--- src/ptrs_pkg.sv ---
package ptrs_pkg;

    localparam int NUM_TASKS_DEF = 8;
    localparam int NUM_TASKS_MAX = 16;

    localparam int OP_W     = 2;
    localparam int SLOT_W   = 4;
    localparam int PERIOD_W = 16;
    localparam int TASK_W   = 3;

    typedef enum logic [OP_W-1:0] {
        OP_TICK     = 2'd0,
        OP_DISPATCH = 2'd1,
        OP_CREATE   = 2'd2,
        OP_DELETE   = 2'd3
    } t_op;

    // Code three is never stored.
    typedef enum logic [1:0] {
        TS_DELETED = 2'd0,
        TS_READY   = 2'd1,
        TS_WAITING = 2'd2
    } t_task_st;

    localparam logic STATUS_OK  = 1'b0;
    localparam logic STATUS_ERR = 1'b1;

endpackage

--- src/ptrs_if.sv ---
// Request channel: one scheduler operation per transaction.
interface ptrs_in_if
    import ptrs_pkg::*;
();
    logic                valid;
    logic                ready;
    logic [OP_W-1:0]     operation;
    logic [SLOT_W-1:0]   task_slot;
    logic [PERIOD_W-1:0] task_period;

    modport source (output valid, operation, task_slot, task_period, input ready);
    modport sink   (input valid, operation, task_slot, task_period, output ready);
endinterface

// Response channel: one result per request.
interface ptrs_out_if
    import ptrs_pkg::*;
();
    logic              valid;
    logic              ready;
    logic              status;
    logic              dispatch_valid;
    logic [TASK_W-1:0] dispatch_task;

    modport source (output valid, status, dispatch_valid, dispatch_task, input ready);
    modport sink   (input valid, status, dispatch_valid, dispatch_task, output ready);
endinterface

--- src/periodic_task_ready_scheduler.sv ---
// Fixed-priority periodic task scheduler.
// Requests arrive on i_in (valid/ready), one operation per transaction:
// tick, dispatch, create or delete. Every request produces exactly one
// response transaction on o_out carrying status, dispatch_valid and
// dispatch_task.
// Create and delete go from acceptance straight to the push state.
// A dispatch walks the task table one entry per cycle; the first ready
// entry ends the walk.
// A tick runs one shared 16-bit restoring remainder unit, one bit per cycle,
// for each waiting task, stepping through the scan, load, divide and check
// states; other table entries are only scanned, and the response is handed
// over in the push state.
// i_in.ready is high only while the sequencer is idle. The response sits in
// an output register; the next request is accepted while it waits, and the
// sequencer holds its finished result until the register frees up, so a
// stalled receiver simply pauses the block without losing anything.
// Synchronous active-low reset marks all tasks deleted, clears the tick
// counter and empties the output register. The period table is not reset;
// it is read only for tasks that have been created.
module periodic_task_ready_scheduler
    import ptrs_pkg::*;
#(
    parameter int NUM_TASKS = NUM_TASKS_DEF
) (
    input  logic         i_clk,
    input  logic         i_rst_n,
    ptrs_in_if.sink      i_in,
    ptrs_out_if.source   o_out
);

    localparam int IDX_W = (NUM_TASKS > 1) ? $clog2(NUM_TASKS) : 1;
    localparam int CNT_W = $clog2(PERIOD_W);

    typedef enum logic [6:0] {
        S_IDLE  = 7'b0000001,
        S_TSCAN = 7'b0000010,
        S_TLOAD = 7'b0000100,
        S_TDIV  = 7'b0001000,
        S_TCHK  = 7'b0010000,
        S_DSCAN = 7'b0100000,
        S_PUSH  = 7'b1000000
    } t_state;

    t_state                r_state, n_state;
    logic [IDX_W-1:0]      r_idx, n_idx;
    logic [CNT_W-1:0]      r_cnt, n_cnt;
    logic [PERIOD_W-1:0]   r_rem, n_rem;
    logic [PERIOD_W-1:0]   r_quo, n_quo;
    logic [PERIOD_W-1:0]   r_tick, n_tick;
    logic                  r_res_status, n_res_status;
    logic                  r_res_valid, n_res_valid;
    logic [TASK_W-1:0]     r_res_task, n_res_task;
    logic                  r_out_valid, n_out_valid;
    logic                  r_out_status, n_out_status;
    logic                  r_out_dvalid, n_out_dvalid;
    logic [TASK_W-1:0]     r_out_task, n_out_task;

    t_task_st              r_status [NUM_TASKS];
    logic [PERIOD_W-1:0]   r_period [NUM_TASKS];
    logic [PERIOD_W-1:0]   r_per_rd;

    logic                  st_we;
    logic [IDX_W-1:0]      st_wa;
    t_task_st              st_wd;
    logic                  per_we;
    logic [IDX_W-1:0]      per_wa;

    logic                  accept;
    logic                  last;
    logic                  slot_ok;
    logic [IDX_W-1:0]      slot_idx;
    logic [PERIOD_W:0]     rem_sh;
    logic [PERIOD_W:0]     rem_diff;
    logic [TASK_W+IDX_W-1:0] idx_ext;

    assign i_in.ready           = (r_state == S_IDLE);
    assign accept               = i_in.valid && i_in.ready;
    assign o_out.valid          = r_out_valid;
    assign o_out.status         = r_out_status;
    assign o_out.dispatch_valid = r_out_dvalid;
    assign o_out.dispatch_task  = r_out_task;

    assign last     = (r_idx == IDX_W'(NUM_TASKS - 1));
    assign slot_ok  = ({1'b0, i_in.task_slot} < (SLOT_W + 1)'(NUM_TASKS));
    assign slot_idx = IDX_W'(i_in.task_slot);
    assign idx_ext  = (TASK_W + IDX_W)'(r_idx);

    // One step of the restoring remainder: shift in the next dividend bit,
    // subtract the period when it fits.
    assign rem_sh   = {r_rem, r_quo[PERIOD_W-1]};
    assign rem_diff = rem_sh - {1'b0, r_per_rd};

    always_comb begin
        n_state      = r_state;
        n_idx        = r_idx;
        n_cnt        = r_cnt;
        n_rem        = r_rem;
        n_quo        = r_quo;
        n_tick       = r_tick;
        n_res_status = r_res_status;
        n_res_valid  = r_res_valid;
        n_res_task   = r_res_task;
        n_out_valid  = r_out_valid && !o_out.ready;
        n_out_status = r_out_status;
        n_out_dvalid = r_out_dvalid;
        n_out_task   = r_out_task;
        st_we        = 1'b0;
        st_wa        = r_idx;
        st_wd        = TS_DELETED;
        per_we       = 1'b0;
        per_wa       = slot_idx;

        case (r_state)
            S_IDLE: begin
                if (accept) begin
                    n_res_status = STATUS_OK;
                    n_res_valid  = 1'b0;
                    n_res_task   = '0;
                    n_idx        = '0;
                    case (t_op'(i_in.operation))
                        OP_TICK: begin
                            n_tick  = r_tick + 1'b1;
                            n_state = S_TSCAN;
                        end
                        OP_DISPATCH: begin
                            n_state = S_DSCAN;
                        end
                        OP_CREATE: begin
                            n_state = S_PUSH;
                            if (!slot_ok || i_in.task_period == '0) begin
                                n_res_status = STATUS_ERR;
                            end else if (r_status[slot_idx] != TS_DELETED) begin
                                n_res_status = STATUS_ERR;
                            end else begin
                                per_we = 1'b1;
                                st_we  = 1'b1;
                                st_wa  = slot_idx;
                                st_wd  = TS_READY;
                            end
                        end
                        OP_DELETE: begin
                            n_state = S_PUSH;
                            if (!slot_ok) begin
                                n_res_status = STATUS_ERR;
                            end else begin
                                st_we = 1'b1;
                                st_wa = slot_idx;
                                st_wd = TS_DELETED;
                            end
                        end
                        default: begin
                            n_state = S_PUSH;
                        end
                    endcase
                end
            end
            S_TSCAN: begin
                if (r_status[r_idx] == TS_WAITING) begin
                    n_state = S_TLOAD;
                end else if (last) begin
                    n_state = S_PUSH;
                end else begin
                    n_idx = r_idx + 1'b1;
                end
            end
            S_TLOAD: begin
                // r_per_rd now holds the period of the entry under test.
                if (r_per_rd == '0) begin
                    if (last) begin
                        n_state = S_PUSH;
                    end else begin
                        n_idx   = r_idx + 1'b1;
                        n_state = S_TSCAN;
                    end
                end else begin
                    n_rem   = '0;
                    n_quo   = r_tick;
                    n_cnt   = '0;
                    n_state = S_TDIV;
                end
            end
            S_TDIV: begin
                n_rem = rem_diff[PERIOD_W] ? rem_sh[PERIOD_W-1:0] : rem_diff[PERIOD_W-1:0];
                n_quo = {r_quo[PERIOD_W-2:0], 1'b0};
                n_cnt = r_cnt + 1'b1;
                if (r_cnt == CNT_W'(PERIOD_W - 1)) begin
                    n_state = S_TCHK;
                end
            end
            S_TCHK: begin
                if (r_rem == '0) begin
                    st_we = 1'b1;
                    st_wd = TS_READY;
                end
                if (last) begin
                    n_state = S_PUSH;
                end else begin
                    n_idx   = r_idx + 1'b1;
                    n_state = S_TSCAN;
                end
            end
            S_DSCAN: begin
                if (r_status[r_idx] == TS_READY) begin
                    st_we       = 1'b1;
                    st_wd       = TS_WAITING;
                    n_res_valid = 1'b1;
                    n_res_task  = idx_ext[TASK_W-1:0];
                    n_state     = S_PUSH;
                end else if (last) begin
                    n_state = S_PUSH;
                end else begin
                    n_idx = r_idx + 1'b1;
                end
            end
            S_PUSH: begin
                if (!r_out_valid || o_out.ready) begin
                    n_out_valid  = 1'b1;
                    n_out_status = r_res_status;
                    n_out_dvalid = r_res_valid;
                    n_out_task   = r_res_task;
                    n_state      = S_IDLE;
                end
            end
            default: begin
                n_state = S_IDLE;
            end
        endcase
    end

    always_ff @(posedge i_clk) begin
        if (!i_rst_n) begin
            r_state     <= S_IDLE;
            r_idx       <= '0;
            r_cnt       <= '0;
            r_tick      <= '0;
            r_out_valid <= 1'b0;
            for (int i = 0; i < NUM_TASKS; i++) begin
                r_status[i] <= TS_DELETED;
            end
        end else begin
            r_state     <= n_state;
            r_idx       <= n_idx;
            r_cnt       <= n_cnt;
            r_tick      <= n_tick;
            r_out_valid <= n_out_valid;
            if (st_we) begin
                r_status[st_wa] <= st_wd;
            end
        end
    end

    always_ff @(posedge i_clk) begin
        r_rem        <= n_rem;
        r_quo        <= n_quo;
        r_res_status <= n_res_status;
        r_res_valid  <= n_res_valid;
        r_res_task   <= n_res_task;
        r_out_status <= n_out_status;
        r_out_dvalid <= n_out_dvalid;
        r_out_task   <= n_out_task;
    end

    // Period table: one write port for create, one registered read port
    // addressed by the scan index.
    always_ff @(posedge i_clk) begin
        if (per_we) begin
            r_period[per_wa] <= i_in.task_period;
        end
        r_per_rd <= r_period[r_idx];
    end

endmodule
--- src/flat_wrapper.sv ---
// flat-port wrapper written by rule: the top's interface ports become plain ports
module periodic_task_ready_scheduler_flat import ptrs_pkg::*;
#(
    parameter int NUM_TASKS = NUM_TASKS_DEF
)
  (i_clk, i_rst_n, i_in_valid, i_in_operation, i_in_task_slot, i_in_task_period, i_in_ready, o_out_valid, o_out_status, o_out_dispatch_valid, o_out_dispatch_task, o_out_ready);
  ptrs_in_if i_in_i ();
  ptrs_out_if o_out_i ();
  input  logic i_clk;
  input  logic i_rst_n;
  input wire logic [$bits(i_in_i.valid)-1:0] i_in_valid;
  input wire logic [$bits(i_in_i.operation)-1:0] i_in_operation;
  input wire logic [$bits(i_in_i.task_slot)-1:0] i_in_task_slot;
  input wire logic [$bits(i_in_i.task_period)-1:0] i_in_task_period;
  output wire logic [$bits(i_in_i.ready)-1:0] i_in_ready;
  output wire logic [$bits(o_out_i.valid)-1:0] o_out_valid;
  output wire logic [$bits(o_out_i.status)-1:0] o_out_status;
  output wire logic [$bits(o_out_i.dispatch_valid)-1:0] o_out_dispatch_valid;
  output wire logic [$bits(o_out_i.dispatch_task)-1:0] o_out_dispatch_task;
  input wire logic [$bits(o_out_i.ready)-1:0] o_out_ready;
  assign i_in_i.valid = i_in_valid;
  assign i_in_i.operation = i_in_operation;
  assign i_in_i.task_slot = i_in_task_slot;
  assign i_in_i.task_period = i_in_task_period;
  assign i_in_ready = i_in_i.ready;
  assign o_out_valid = o_out_i.valid;
  assign o_out_status = o_out_i.status;
  assign o_out_dispatch_valid = o_out_i.dispatch_valid;
  assign o_out_dispatch_task = o_out_i.dispatch_task;
  assign o_out_i.ready = o_out_ready;
  periodic_task_ready_scheduler #(.NUM_TASKS(NUM_TASKS)) u_core (.i_clk(i_clk), .i_rst_n(i_rst_n), .i_in(i_in_i), .o_out(o_out_i));
endmodule
--- config.mk ---
export PLATFORM = sky130hd
export DESIGN_NAME = periodic_task_ready_scheduler_flat
export DESIGN_NICKNAME = d
export VERILOG_FILES = /design/src/ptrs_pkg.sv /design/src/ptrs_if.sv /design/src/periodic_task_ready_scheduler.sv /design/src/flat_wrapper.sv
export SDC_FILE = /design/constraint.sdc
export NUM_CORES = 1
export LEC_CHECK = 0
export ABC_CLOCK_PERIOD_IN_PS = 6900
export BUFFER_PORTS_ARGS = -buffer_cell sky130_fd_sc_hd__buf_4
export CORE_MARGIN = 2
export CORE_UTILIZATION = 55
export DETAILED_ROUTE_END_ITERATION = 12
export HOLD_SLACK_MARGIN = 0.1
export MAX_ROUTING_LAYER = met4
export PLACE_DENSITY = 0.82
export SLEW_MARGIN = 20
export SYNTH_ARGS = -nofsm -noshare
export SYNTH_HDL_FRONTEND = slang
export SYNTH_SLANG_ARGS = --single-unit
--- constraint.sdc ---
create_clock -name i_clk -period 6.9 [get_ports i_clk]
set_input_delay 1.38 -clock i_clk [delete_from_list [all_inputs] [get_ports i_clk]]
set_output_delay 1.38 -clock i_clk [all_outputs]
set_load 0.02 [all_outputs]
======== Yosys cells after proc, flatten, opt, wreduce, memory -nomap -nowiden ========
Memory sizes are Yosys's and may differ from the RTL's. A register that Yosys moved wholly into a read port is not among the register bits.
Index checks and enable logic that the tools add are counted.
W data, S select, Z words.
operators by class
  add/sub/neg operators ................... 4
  multiplexer cells ....................... 69
  reductions and logical operators ........ 24
  equality and inequality tests ........... 22
  order comparisons ....................... 1
operators by type and width
  operator                 number
  $pmux W16 S2             2
  $mux W7                  8
  $pmux W7 S7              1
  $logic_not A16 Y1        3
  $mux W16                 3
  $mux W3                  14
  $mux W1                  25
  $pmux W7 S3              1
  $sub A17 B16 Y17         1
  $add A16 B1 Y16 const B  1
  $pmux W3 S5              1
  $pmux W3 S2              2
  $mux W2                  5
  $reduce_and A3 Y1        3
  $ne A2 B1 Y1 const B     4
  $ne A2 B2 Y1 const B     4
  $pmux W4 S2              1
  $eq A7 B1 Y1 const B     1
  $eq A7 B2 Y1 const B     1
  $eq A7 B3 Y1 const B     1
  $eq A7 B4 Y1 const B     1
  $eq A7 B5 Y1 const B     1
  $eq A7 B6 Y1 const B     1
  $eq A7 B7 Y1 const B     1
  20 further kinds         34
storage, ports and cells
  output and inout port bits .............. 7
  memories ................................ 2
  bits in writable memories ............... 144
  register bits ........................... 73
  word-level logic and storage cells ...... 135
  bits of input ports ..................... 26
memories
  memory           depth  bits a word  read ports  clocked after memory_dff  wr ports  RTL line                             RTL
  u_core.r_period  8      16           1           1                         1         periodic_task_ready_scheduler.sv:59  logic [PERIOD_W-1:0] r_period [NUM_TASKS];
  u_core.r_status  8      2            2           1                         8         periodic_task_ready_scheduler.sv:58  t_task_st r_status [NUM_TASKS];

======== Logic depth before layout (Yosys ltp) ========
  depth in word-level cells ............... 12
  mapped depth ............................ 12
  gate-level depth less buffers ........... 10

======== Worst setup path after synthesis ========
No wires, ideal clock.
  kind .................................... input port to flip-flop
  start ................................... input i_in_task_slot[0]
  end ..................................... memory u_core.r_period[1][0], enable pin
  setup slack ............................. 2630 ps
  arrival ................................. 3861 ps
  stages on the path ...................... 6
  buffers on the path ..................... 0
  setup time .............................. 409 ps
  data required time ...................... 6491 ps
  cells stage by stage .................... or4b_2 > o2111ai_1 > o2111a_1 > and3b_1 > nand2_1 > nor3_1
on the way
  word-level cells in the longest chain between the ends .. 9
  elaborated cells on any way between the ends .. 12
  those cells by class .................... order compare (1); mux (7); reduce/logical (3); memory (1)
ends and longest elaborated chain
  element                                                 RTL line                                                                    RTL
  from (decl)                                             flat_wrapper.sv:13                                                          input wire logic [$bits(i_in_i.task_slot)-1:0] i_in_task_slot;
  $mem_v2 Z8 W2 or $lt A4 B4 Y1 (tied branches)           --
  $reduce_bool A2 Y1 or $logic_not A1 Y1 (tied branches)  periodic_task_ready_scheduler.sv:132, periodic_task_ready_scheduler.sv:130
  $mux W1 or $logic_or A1 B1 Y1 (tied branches)           periodic_task_ready_scheduler.sv:132, periodic_task_ready_scheduler.sv:130
  $mux W1                                                 periodic_task_ready_scheduler.sv:130                                        if (!slot_ok || i_in.task_period == '0) begin
  $mux W1                                                 periodic_task_ready_scheduler.sv:120                                        case (t_op'(i_in.operation))
  $mux W1                                                 periodic_task_ready_scheduler.sv:115                                        if (accept) begin
  $mux W1                                                 periodic_task_ready_scheduler.sv:113                                        case (r_state)
  $mux W1                                                 periodic_task_ready_scheduler.sv:266                                        if (per_we) begin
  $mux W1 (not written as such)                           periodic_task_ready_scheduler.sv:267                                        r_period[per_wa] <= i_in.task_period;
  to (decl)                                               periodic_task_ready_scheduler.sv:59
Several ways; a longest one is shown, not always the timed one.

==> summary.md <==
| Metric | Value |
|---|---|
| HP Start | u_core.r_res_task[0] |
| CP max-delay cell | or4b_2 |
| Placed cell area | 11,100 µm² |
| Initial antenna violation count | 0 |
| Crit-path max cell delay | 670 ps |
| Max Root-Sink Buffers | 3 |
| Setup TNS | 0 ps |
| Post-CTS Hold Fix Bufs | 0 |
| I/O Pins | 33 |
| Layout area overhead | 12.4% |
| Proportion of layout cells with a drive suffix above 1 | 0.192 |
| Required @ worst endpoint | 7100 ps |
| Final hold viol count | 0 |
| CP Launch Type | input port |
| Row count | 50 |
| Reg2Reg Depth | 7 |
| Nets | 884 |
| Main synth FF type | edfxtp_1 |
| Initial Util | 0.562 |
| H-tree depth | 1 |
| DIE WIDTH | 142 µm |
| First-pass detailed-route iteration total | 5 |
| Slew Viols, Final | 0 |
| Antenna viol nets, final | 0 |
| Unrepaired setup endpoints after global routing | false |
| Finished Cell Area | roughly 12,000 µm² |
| EDFF count, synth | 186 |
| Finished Core Util | 0.631 |
| #FFs+latches synth | 236 |
| Dpl hpwl | 13,200 µm |
| Synth Area per Inst | 13.2 µm² |
| Post-synthesis sequential area ratio | 0.625 |
| Cells after synthesis | 797 |
| Clk Latency, worst-skew pair | 540 ps |
| Maximum VDD drop | about 350 µV |
| Largest net degree at the start of global routing | 40 |
| Maximum Capacitance Violations | 0 |
| Ys Warns | 0 |
| Die Y | 142 µm |
| Post-Place Worst Slack | around 2600 ps |
| Grt total ovfl | 0 |
| Final Skew | 25.4 ps |
| TritonCTS clock tree | built |
| Pleak | 4.07 nW |
| CTS Sinks | approximately 240 |
| Clock root cell | clkbuf_16 |
| Post-synth ARST share | 0 |
| Actual slew at the worst max-slew pin | 869 ps |
| Cells along the critical path | buf_4, or4b_2, o2111ai_1, o2111a_1, nor2_1, nor4b_2, mux2_2, o21ai_0 |
| FILL cells | approximately 1,400 |
| Final Critical Period | approximately 3900 ps |
| Synth area leaders | edfxtp_1, dfxtp_1, mux4_2 |
| Net Count, Synth | approximately 840 |
| Ant diodes | 0 |
| Total CTS buffers | 24 |
| PortBufs | 32 |
| Status | complete, no violations |
| CP Class | in2reg |
| Final WS setup | 3040 ps |
| Post-synth top area share | 0.530 |
| WL final | ~21,000 µm |
| Crit. End Element | flop |
| Worst Hold End | u_core.o_out.dispatch_task[0] |
| Cts repair resizes | 0 |
| Max transition margin | 0.421 |
| First-pass GRT wire length | ~34,000 µm |
| # setup viols final | 0 |
| Cell area after synthesis | approximately 11,000 µm² |
| Tot GR Track Use | 0.224 |
| Most frequent cells in the layout | edfxtp_1, nand2_1, nor2_1 |
| Iter 0 DRT Violations | 817 |
| Yosys top cell by area | edfxtp_1 |
| Average wire per standard cell | 19.7 µm |
| Critical Path AT | 4060 ps |
| Fmax | around 260 MHz |
| Total chip power | 3.46 mW |
| Hold path depth | 0 |
| Crit-path max FO | 12 |
| FF-to-FF setup slack | 3460 ps |
| Final worst-path cycle share | 0.559 |
| PwrDens | a little under 300 nW/µm² |
| Vias | 6,655 |
| Die area | 20,300 µm² |
| Vias in the first global route | 6,607 |
| GP Congestion | 0.938 |
| R2R Path Start | u_core.r_state[0] |
| Hold Crit Class | reg2reg |
| Reg-to-reg endpoint | u_core.r_cnt[2] |
| Clock transition at the registers of the reported paths | 60 ps |
| Vias/cell | 6.11 |
| Most common cell after layout, fill and taps aside | edfxtp_1 |
| Post-synth cell types | 65 |
| DRC Markers | 0 |
| Post-CTS Repair Setup Buffers | 0 |
| Area of the core | between 15,000 and 20,000 µm² |
[critical path: cells and delay by family]
family / cells / cell delay (ps)
AND/OR/NAND/NOR: 3 / 1330
AO/OA/AOI/OAI: 3 / 750
multiplexers: 1 / 450
buffers and inverters: 1 / 150
[report_power, final]
| part | leakage [nW] | switching, mW | internal, mW |
|---|---|---|---|
| clock | 0.373 | 0.546 | 0.698 |
| combinational | 1.60 | 0.324 | 0.272 |
| sequential | 2.09 | 0.0366 | 1.58 |
[sequential cells by signal (all words and copies together) (netlist names), 4 cells and up, named ones only]
| signal | count |
|---|---|
| u_core.r_state | 7 |
| u_core.r_cnt | 4 |
| u_core.r_quo | 16 |
| u_core.r_per_rd | 16 |
| u_core.r_rem | 16 |
| u_core.r_period | 128 |
| u_core.r_status | 16 |
| u_core.r_tick | 16 |
[synth_stat cells, drive strengths merged (13+ instances only)]
master,number
ha,19
dfxtp,50
nand3,24
nand2,75
o21ai,40
inv,29
xnor2,13
edfxtp,186
and2,16
a21oi,38
mux4,36
nor3,23
nor2,53
clkbuf,27
mux2,19
[worst max path at each step]
stage / slack, ps / depth (start not counted) / start / end
2_1_floorplan: 2630 / 6 / i_in_task_slot[0] / u_core.r_period[1][0]
3_3_place_gp: 2660 / 8 / i_in_task_slot[0] / u_core.r_status[5][0]
3_5_place_dp: 2550 / 8 / i_in_task_slot[0] / u_core.r_status[3][1]
4_1_cts: 3070 / 8 / i_in_task_slot[0] / u_core.r_status[6][1]
5_1_grt: 2940 / 8 / i_in_task_slot[0] / u_core.r_status[6][1]
6_report: 3040 / 8 / i_in_task_slot[0] / u_core.r_status[6][0]
[layer usage]
layer / track usage / share of wire
met1: 0.293 / 0.42
met2: 0.364 / 0.50
met3: 0.0326 / 0.054
met4: 0.0756 / 0.031
met5: - / 0
[kinds of logic after synthesis]
group | share of synthesized area
compound gates | 0.0736
xor+xnor | 0.0158
fa+ha+maj | 0.0245
buf+inv | 0.0230
flops | 0.625
mux | 0.102
simple gates | 0.136
[layout make-up]
cell class / count / area, µm² / area share
repair buffers: 45 / 338 / 0.0285
clock inverters: 17 / 151 / 0.0128
flip-flops and latches: 236 / 6590 / 0.556
well taps: 234 / 293 / 0.0247
inverters: 31 / 123 / 0.0104
multi-input cells: 500 / 3730 / 0.315
clock buffers: 27 / 622 / 0.0525
[per-stage QoR]
stage	hold WS [ps]	cells
finish	419	1090
global route	429	1090
CTS	422	1090
detailed placement	409	1046
global placement	404	1046
floorplan	400	797
Note: power is estimated with default switching activity, not from simulation.
